$ cat config.mk
export PLATFORM = sky130hd
export DESIGN_NAME = sid_voice_filter_mixer
export DESIGN_NICKNAME = d
export VERILOG_FILES = /design/src/sv/sidvf_pkg.sv /design/src/sv/sidvf_cfg.sv /design/src/sv/sidvf_mul.sv /design/src/sv/sidvf_core.sv /design/src/sv/sid_voice_filter_mixer.sv
export SDC_FILE = /design/constraint.sdc
export NUM_CORES = 2
export LEC_CHECK = 0
export BUFFER_PORTS_ARGS = -buffer_cell sky130_fd_sc_hd__buf_2
export CAP_MARGIN = 20
export CORE_MARGIN = 1.5
export CORE_UTILIZATION = 35
export DETAILED_ROUTE_END_ITERATION = 10
export MAX_ROUTING_LAYER = met4
export PLACE_DENSITY_LB_ADDON = 0.12
export SETUP_SLACK_MARGIN = 0.05
export SYNTH_ARGS = -nofsm -noshare
export SYNTH_HDL_FRONTEND = slang
export SYNTH_HIERARCHICAL = 1
export SYNTH_SLANG_ARGS = --single-unit
$ cat constraint.sdc
create_clock -name aclk -period 26.6 [get_ports aclk]
set_clock_uncertainty 0.15 [all_clocks]
set_input_delay 1.33 -clock aclk [delete_from_list [all_inputs] [get_ports aclk]]
set_output_delay 1.33 -clock aclk [all_outputs]
set_load 0.03 [all_outputs]
$ cat src/sv/sidvf_pkg.sv
// Shared types and constants for the voice mixer and state-variable filter.
// Used by every module of sid_voice_filter_mixer; depends on nothing.
`default_nettype none
package sidvf_pkg;

    localparam int OSC_W    = 12;
    localparam int ENV_W    = 8;
    localparam int CUTOFF_W = 17;
    localparam int Q_W      = 11;
    localparam int VOL_W    = 4;
    localparam int LEVEL_W  = 32;
    localparam int CFG_IDX_W  = 3;
    localparam int CFG_DATA_W = 17;

    // Operand and product widths of the shared multiplier.
    localparam int MUL_A_W = 35;
    localparam int MUL_B_W = 18;
    localparam int MUL_P_W = MUL_A_W + MUL_B_W;

    localparam int VOICE_LVL_W = 14;
    localparam int VOICE_SUM_W = 16;

    localparam logic [CUTOFF_W-1:0] CUTOFF_MAX = 17'd105414;

    typedef enum logic [CFG_IDX_W-1:0] {
        REG_FILTER_ENABLE = 3'd0,
        REG_ROUTE_MASK    = 3'd1,
        REG_VOICE3_OFF    = 3'd2,
        REG_MODE_SELECT   = 3'd3,
        REG_VOLUME        = 3'd4,
        REG_CUTOFF_COEFF  = 3'd5,
        REG_Q_COEFF       = 3'd6,
        REG_WAVE_ZERO     = 3'd7
    } cfg_idx_t;

    typedef struct packed {
        logic                filter_enable;
        logic [3:0]          route_mask;
        logic                voice3_off;
        logic [2:0]          mode_select;
        logic [VOL_W-1:0]    volume;
        logic [CUTOFF_W-1:0] cutoff_coeff;
        logic [Q_W-1:0]      q_coeff;
        logic [OSC_W-1:0]    wave_zero;
    } cfg_t;

endpackage
`default_nettype wire

$ cat src/sv/sidvf_cfg.sv
// Configuration register file of the voice mixer and filter.
// Depends on sidvf_pkg for the register index codes and the cfg_t bundle.
`default_nettype none
module sidvf_cfg
    import sidvf_pkg::*;
(
    input  wire logic                  aclk,
    input  wire logic                  aresetn,
    input  wire logic                  cfg_we,
    input  wire logic [CFG_IDX_W-1:0]  cfg_index,
    input  wire logic [CFG_DATA_W-1:0] cfg_wdata,
    output cfg_t                       cfg
);

    cfg_t cfg_reg;

    always_ff @(posedge aclk) begin
        if (!aresetn) begin
            cfg_reg.filter_enable <= 1'b1;
            cfg_reg.route_mask    <= '0;
            cfg_reg.voice3_off    <= 1'b0;
            cfg_reg.mode_select   <= '0;
            cfg_reg.volume        <= '0;
            cfg_reg.cutoff_coeff  <= '0;
            cfg_reg.q_coeff       <= 11'd1448;
            cfg_reg.wave_zero     <= 12'd2048;
        end else if (cfg_we) begin
            case (cfg_idx_t'(cfg_index))
                REG_FILTER_ENABLE: cfg_reg.filter_enable <= cfg_wdata[0];
                REG_ROUTE_MASK:    cfg_reg.route_mask    <= cfg_wdata[3:0];
                REG_VOICE3_OFF:    cfg_reg.voice3_off    <= cfg_wdata[0];
                REG_MODE_SELECT:   cfg_reg.mode_select   <= cfg_wdata[2:0];
                REG_VOLUME:        cfg_reg.volume        <= cfg_wdata[VOL_W-1:0];
                REG_CUTOFF_COEFF:  cfg_reg.cutoff_coeff  <= cfg_wdata[CUTOFF_W-1:0];
                REG_Q_COEFF:       cfg_reg.q_coeff       <= cfg_wdata[Q_W-1:0];
                REG_WAVE_ZERO:     cfg_reg.wave_zero     <= cfg_wdata[OSC_W-1:0];
                default: ;
            endcase
        end
    end

    assign cfg = cfg_reg;

endmodule
`default_nettype wire

$ cat src/sv/sidvf_mul.sv
// Shared signed multiplier with a registered product.
// Depends on sidvf_pkg for the operand widths.
`default_nettype none
module sidvf_mul
    import sidvf_pkg::*;
(
    input  wire logic                      aclk,
    input  wire logic signed [MUL_A_W-1:0] mul_a,
    input  wire logic signed [MUL_B_W-1:0] mul_b,
    output logic signed [MUL_P_W-1:0]      mul_prod
);

    logic signed [MUL_P_W-1:0] prod_reg;

    always_ff @(posedge aclk) begin
        prod_reg <= MUL_P_W'(mul_a) * MUL_P_W'(mul_b);
    end

    assign mul_prod = prod_reg;

endmodule
`default_nettype wire

$ cat src/sv/sidvf_core.sv
// Sequencer and datapath registers: voice scaling, filter update and final mix.
// Drives the shared multiplier in sidvf_mul; depends on sidvf_pkg.
`default_nettype none
module sidvf_core
    import sidvf_pkg::*;
(
    input  wire logic                      aclk,
    input  wire logic                      aresetn,
    input  wire cfg_t                      cfg,
    input  wire logic                      s_valid,
    output logic                           s_ready,
    input  wire logic [OSC_W-1:0]          s_osc_voice1,
    input  wire logic [OSC_W-1:0]          s_osc_voice2,
    input  wire logic [OSC_W-1:0]          s_osc_voice3,
    input  wire logic [ENV_W-1:0]          s_env_voice1,
    input  wire logic [ENV_W-1:0]          s_env_voice2,
    input  wire logic [ENV_W-1:0]          s_env_voice3,
    output logic                           m_valid,
    input  wire logic                      m_ready,
    output logic signed [LEVEL_W-1:0]      m_mix_sample,
    output logic signed [MUL_A_W-1:0]      mul_a,
    output logic signed [MUL_B_W-1:0]      mul_b,
    input  wire logic signed [MUL_P_W-1:0] mul_prod
);

    typedef enum logic [3:0] {
        S_IDLE, S_V1, S_V2, S_V3, S_DBP, S_DLP, S_HPQ, S_HP, S_SUM, S_MIX, S_OUT
    } state_t;

    state_t state_reg;

    logic [OSC_W-1:0] osc_reg [3];
    logic [ENV_W-1:0] env_reg [3];

    logic signed [LEVEL_W-1:0]     hp_reg, bp_reg, lp_reg;
    logic signed [VOICE_SUM_W-1:0] vi_reg, vnf_reg;
    logic signed [MUL_A_W-1:0]     sum_reg;
    logic signed [LEVEL_W-1:0]     mix_reg;
    logic                          m_valid_reg;

    logic [CUTOFF_W-1:0]           w_coeff;
    logic [1:0]                    voice_sel;
    logic [1:0]                    issue_sel;
    logic signed [OSC_W:0]         voice_diff;
    logic signed [VOICE_SUM_W-1:0] voice_lvl;
    logic                          voice_mute;
    logic                          voice_to_filter;
    logic signed [MUL_A_W-1:0]     sum_next;
    logic signed [LEVEL_W-1:0]     sat_value;
    logic                          out_free;

    assign w_coeff = (cfg.cutoff_coeff > CUTOFF_MAX) ? CUTOFF_MAX : cfg.cutoff_coeff;

    // The product of the voice issued one state earlier is consumed here.
    always_comb begin
        case (state_reg)
            S_V2:    voice_sel = 2'd0;
            S_V3:    voice_sel = 2'd1;
            S_DBP:   voice_sel = 2'd2;
            default: voice_sel = 2'd0;
        endcase
    end

    always_comb begin
        case (state_reg)
            S_V2:    issue_sel = 2'd1;
            S_V3:    issue_sel = 2'd2;
            default: issue_sel = 2'd0;
        endcase
    end

    assign voice_lvl = VOICE_SUM_W'($signed(mul_prod[VOICE_LVL_W+6:7]));
    assign voice_mute = (voice_sel == 2'd2) && cfg.voice3_off && !cfg.route_mask[2];
    assign voice_to_filter = cfg.filter_enable && cfg.route_mask[voice_sel];

    // Operand selection for the shared multiplier.
    always_comb begin
        voice_diff = '0;
        mul_a = '0;
        mul_b = '0;
        case (state_reg)
            S_V1, S_V2, S_V3: begin
                voice_diff = $signed({1'b0, osc_reg[issue_sel]})
                           - $signed({1'b0, cfg.wave_zero});
                mul_a = MUL_A_W'(voice_diff);
                mul_b = MUL_B_W'(env_reg[issue_sel]);
            end
            S_DBP: begin
                mul_a = MUL_A_W'(hp_reg);
                mul_b = MUL_B_W'(w_coeff);
            end
            S_DLP: begin
                mul_a = MUL_A_W'(bp_reg);
                mul_b = MUL_B_W'(w_coeff);
            end
            S_HPQ: begin
                mul_a = MUL_A_W'(bp_reg);
                mul_b = MUL_B_W'(cfg.q_coeff);
            end
            // The volume product is reissued while the result waits for the output.
            S_MIX, S_OUT: begin
                mul_a = sum_reg;
                mul_b = MUL_B_W'(cfg.volume);
            end
            default: ;
        endcase
    end

    assign sum_next = MUL_A_W'(vnf_reg)
                    + (cfg.mode_select[0] ? MUL_A_W'(lp_reg) : '0)
                    + (cfg.mode_select[1] ? MUL_A_W'(bp_reg) : '0)
                    + (cfg.mode_select[2] ? MUL_A_W'(hp_reg) : '0);

    // Saturate the final product to the signed 32-bit range.
    always_comb begin
        if (&mul_prod[MUL_P_W-1:LEVEL_W-1] || ~|mul_prod[MUL_P_W-1:LEVEL_W-1]) begin
            sat_value = mul_prod[LEVEL_W-1:0];
        end else if (mul_prod[MUL_P_W-1]) begin
            sat_value = {1'b1, {(LEVEL_W-1){1'b0}}};
        end else begin
            sat_value = {1'b0, {(LEVEL_W-1){1'b1}}};
        end
    end

    assign out_free = !m_valid_reg || m_ready;

    always_ff @(posedge aclk) begin
        if (!aresetn) begin
            state_reg   <= S_IDLE;
            m_valid_reg <= 1'b0;
            hp_reg      <= '0;
            bp_reg      <= '0;
            lp_reg      <= '0;
        end else begin
            if (m_valid_reg && m_ready && state_reg != S_OUT) begin
                m_valid_reg <= 1'b0;
            end
            case (state_reg)
                S_IDLE: begin
                    if (s_valid) begin
                        osc_reg[0] <= s_osc_voice1;
                        osc_reg[1] <= s_osc_voice2;
                        osc_reg[2] <= s_osc_voice3;
                        env_reg[0] <= s_env_voice1;
                        env_reg[1] <= s_env_voice2;
                        env_reg[2] <= s_env_voice3;
                        vi_reg     <= '0;
                        vnf_reg    <= '0;
                        state_reg  <= S_V1;
                    end
                end
                S_V1: state_reg <= S_V2;
                S_V2, S_V3, S_DBP: begin
                    if (!voice_mute) begin
                        if (voice_to_filter) begin
                            vi_reg <= vi_reg + voice_lvl;
                        end else begin
                            vnf_reg <= vnf_reg + voice_lvl;
                        end
                    end
                    if (state_reg == S_V2) begin
                        state_reg <= S_V3;
                    end else if (state_reg == S_V3) begin
                        state_reg <= S_DBP;
                    end else if (!cfg.filter_enable) begin
                        hp_reg    <= '0;
                        bp_reg    <= '0;
                        lp_reg    <= '0;
                        state_reg <= S_SUM;
                    end else begin
                        state_reg <= S_DLP;
                    end
                end
                S_DLP: begin
                    bp_reg    <= bp_reg - mul_prod[LEVEL_W+19:20];
                    state_reg <= S_HPQ;
                end
                S_HPQ: begin
                    lp_reg    <= lp_reg - mul_prod[LEVEL_W+19:20];
                    state_reg <= S_HP;
                end
                S_HP: begin
                    hp_reg    <= mul_prod[LEVEL_W+9:10] - lp_reg - LEVEL_W'(vi_reg);
                    state_reg <= S_SUM;
                end
                S_SUM: begin
                    sum_reg   <= sum_next;
                    state_reg <= S_MIX;
                end
                S_MIX: state_reg <= S_OUT;
                S_OUT: begin
                    if (out_free) begin
                        mix_reg     <= sat_value;
                        m_valid_reg <= 1'b1;
                        state_reg   <= S_IDLE;
                    end
                end
                default: state_reg <= S_IDLE;
            endcase
        end
    end

    assign s_ready      = (state_reg == S_IDLE);
    assign m_valid      = m_valid_reg;
    assign m_mix_sample = mix_reg;

`ifndef SYNTH
    // Only one item is in flight: an accepted transfer closes the input side.
    assert property (@(posedge aclk) disable iff (!aresetn)
        (s_valid && s_ready) |=> !s_ready)
        else $error("input accepted while an item is in progress");

    // The sequencer leaves idle only on an input transfer.
    assert property (@(posedge aclk) disable iff (!aresetn)
        (state_reg == S_IDLE && !s_valid) |=> (state_reg == S_IDLE))
        else $error("sequencer started without an input transfer");

    // In bypass mode the filter levels are cleared before the mix is formed.
    assert property (@(posedge aclk) disable iff (!aresetn)
        (state_reg == S_SUM && !cfg.filter_enable) |->
            (hp_reg == '0 && bp_reg == '0 && lp_reg == '0))
        else $error("filter levels not cleared in bypass mode");

    // A new result appears only when the sequencer finishes an item.
    assert property (@(posedge aclk) disable iff (!aresetn)
        $rose(m_valid_reg) |-> ($past(state_reg) == S_OUT))
        else $error("result raised outside the output step");
`endif

endmodule
`default_nettype wire

$ cat src/sv/sid_voice_filter_mixer.sv
// Voice mixer with 8580-style state-variable filter, one shared multiplier.
// Each input steps through the voice, filter, sum, mix and output states; bypass
// skips the filter update. One multiplier pass per voice and filter term; volume is
// reissued while the output stalls. Input waits until the result is registered.
// Reset (aresetn low, synchronous) clears the filter levels and the handshakes
// and loads the register defaults.
`default_nettype none
module sid_voice_filter_mixer
    import sidvf_pkg::*;
(
    input  wire logic                  aclk,
    input  wire logic                  aresetn,
    input  wire logic                  cfg_we,
    input  wire logic [CFG_IDX_W-1:0]  cfg_index,
    input  wire logic [CFG_DATA_W-1:0] cfg_wdata,
    input  wire logic                  s_valid,
    output logic                       s_ready,
    input  wire logic [OSC_W-1:0]      s_osc_voice1,
    input  wire logic [OSC_W-1:0]      s_osc_voice2,
    input  wire logic [OSC_W-1:0]      s_osc_voice3,
    input  wire logic [ENV_W-1:0]      s_env_voice1,
    input  wire logic [ENV_W-1:0]      s_env_voice2,
    input  wire logic [ENV_W-1:0]      s_env_voice3,
    output logic                       m_valid,
    input  wire logic                  m_ready,
    output logic signed [LEVEL_W-1:0]  m_mix_sample
);

    cfg_t                      cfg;
    logic signed [MUL_A_W-1:0] mul_a;
    logic signed [MUL_B_W-1:0] mul_b;
    logic signed [MUL_P_W-1:0] mul_prod;

    sidvf_cfg u_cfg (
        .aclk      (aclk),
        .aresetn   (aresetn),
        .cfg_we    (cfg_we),
        .cfg_index (cfg_index),
        .cfg_wdata (cfg_wdata),
        .cfg       (cfg)
    );

    sidvf_mul u_mul (
        .aclk     (aclk),
        .mul_a    (mul_a),
        .mul_b    (mul_b),
        .mul_prod (mul_prod)
    );

    sidvf_core u_core (
        .aclk         (aclk),
        .aresetn      (aresetn),
        .cfg          (cfg),
        .s_valid      (s_valid),
        .s_ready      (s_ready),
        .s_osc_voice1 (s_osc_voice1),
        .s_osc_voice2 (s_osc_voice2),
        .s_osc_voice3 (s_osc_voice3),
        .s_env_voice1 (s_env_voice1),
        .s_env_voice2 (s_env_voice2),
        .s_env_voice3 (s_env_voice3),
        .m_valid      (m_valid),
        .m_ready      (m_ready),
        .m_mix_sample (m_mix_sample),
        .mul_a        (mul_a),
        .mul_b        (mul_b),
        .mul_prod     (mul_prod)
    );

endmodule
`default_nettype wire
==> results.toml <==
[power_and_ir_drop]
clockPowerShare_pct = 18.3
combinationalPowerShare_pct = 60.1
p_sw_share_pct = 49.40
switchingPower_mw = 1.803
ir_drop_mv = 0.04979
p_leak_nw = 22.75
pwr-share-seq_pct = 21.6
power.internal_mw = 1.846
power.density_nw_per_um2 = 73.04

[placement]
numPortBuffers = 118
hpwl_um = 114400
routabilityCongestion = 0.8949

[status]
status = "finished clean"

[routing]
vias = 35080
drc_errors = 0
viasPerCell = 5.136
routed_wl_um = 147600
firstDrtPassIters = 9
first_iter_violations = 2303
ant_nets = 0
wl_per_cell_um = 21.60

[clock_network]
cts_resized = 0
h-tree-depth = 2
clk_latency_ns = 0.62
cts_setup_buffers = 0
cts_tree = "yes"
cts.path.max_buffers = 3
cts-root-buf = "clkbuf_16"
cts_made_buffers = 47
cts_sinks = 365
cts.clk_slew.worst_paths_ns = 0.06
hold_buffers = 0

[finish]
fill_cells = 13430
largest_register_ffs = 53
syn2layout_area_growth_pct = 8.740
fin_nets = 6135
final_cell_mix = "inv_1 (879), fa_1 (702), nand2_1 (692)"
final_common_cell = "inv_1"
drive_above_1_share_pct = 6.348

[timing]
fin_setup_tns_ns = 0
layout_min_cycle_time_ns = 11.86
max_freq_ghz = 0.08432
tightestPinTransition_ns = 1.081
finalSetupViolations = 0
period_share_pct = 44.59
rsz0062_at_grt = "no"
relSlewSlack_pct = 27.95
hold_viol = 0
drv_slew = 0
hold_ws_ns = 0.3102

[grt]
antenna_found_initial = 2
grt_overflow = 0
grt_use_total_pct = 23.01
grt_max_degree = 80
grt_pass1_vias = 36200
grt_pass1_wl_um = 224700

[critical_path]
endpoint_kind = "flip-flop"
crit_slowest_cell = "nand3_1"
crit_top_cell = "fa_1"
criticalPathCategory = "reg -> reg"
rrSetupSlack_ns = 14.74
critPathLaunchType = "flip-flop"
crit_fanout = 24
cp.required_ns = 26.96
r2r-end = "u_mul/mul_prod[46]"
worst_r2r_startpoint = "u_core/state_reg[1]"
reg2reg_depth = 36
cp.arrival_ns = 12.22
slowest_delay_ns = 1.03

[synthesis]
synth_fp_nets = 6139
synth_area_um2 = 45940
syn_inst = 5054
avgSynthCellArea_um2 = 9.090
yosys_warnings = 6

[worst_hold_path]
holdCritStartpoint = "u_cfg/cfg[3]"
whs_endpoint = "u_cfg/cfg[3]"
holdCritPathClass = "reg -> reg"
min_path_cells = 2

[job]
cap_violations = 0

[floorplanning]
io_pins = 119
dieWidth_um = 365.3
die_height_um = 365.3
dieArea_um2 = 133400
fp.coreArea_um2 = 129800
num_rows = 132
start_util_pct = 35.39
==> power groups by stage <==
stage               registers (mW)  clock network (mW)  logic (mW)
floorplan                    0.712                   0        1.57
global placement             0.797                   0        2.17
detailed placement           0.795                   0        2.17
CTS                          0.783               0.685        2.19
global route                 0.790               0.703        2.44
finish                       0.787               0.667        2.19
==> final cells by class <==
cell class | instances | area (µm²) | share of cell area, %
antenna | 1 | 2.502 | 0.005009
sequential | 365 | 8899 | 17.81
tap | 1742 | 2180 | 4.363
multi-input combinational | 3572 | 32860 | 65.78
clock inverter | 33 | 344.1 | 0.6888
timing repair buffer | 184 | 1112 | 2.227
inverter | 880 | 3303 | 6.612
clock buffer | 54 | 1255 | 2.512
==> stage by stage <==
step	power [mW]	utilization [%]	setup slack, ns	cells	instance area, µm²
floorplan	2.281	-	16.83	5054	45940
global placement	2.971	37.21	15.05	6740	48310
detailed placement	2.962	37.24	14.82	6742	48340
CTS	3.654	38.47	14.77	6829	49940
global route	3.932	38.48	14.02	6831	49960
finish	3.649	38.48	14.74	6831	49960
==> layer usage <==
metal	global-route usage (%)	part of all wire [%]	vias to the layer above
met4	4.979	2.2	0
met2	35.22	44	887
li1	-	-	16180
met3	2.927	5.4	168
met5	-	0	-
met1	32.48	48	17850
==> worst max-delay path by stage <==
stage / startpoint / endpoint / slack [ns]
3_3_place_gp: u_core/state_reg[1] / u_mul/mul_prod[51] / 15.05
3_5_place_dp: u_core/state_reg[1] / u_mul/mul_prod[51] / 14.82
6_report: u_core/state_reg[1] / u_mul/mul_prod[46] / 14.74
2_1_floorplan: u_core/state_reg[2] / u_mul/mul_prod[52] / 16.83
5_1_grt: u_core/state_reg[1] / u_mul/mul_prod[46] / 14.02
4_1_cts: u_core/state_reg[1] / u_mul/mul_prod[51] / 14.77
==> worst max-delay path: cells and delay by family, from the launching register on <==
kind / cells / cell delay (ns)
AO/OA/AOI/OAI: 13 / 3.25
XOR/XNOR: 1 / 0.18
adder cells (fa/ha/maj): 9 / 3.97
buffers and inverters: 6 / 0.81
flip-flops: 1 / 0.90
AND/OR/NAND/NOR: 7 / 2.46
Note: power is estimated with default switching activity, not from simulation.
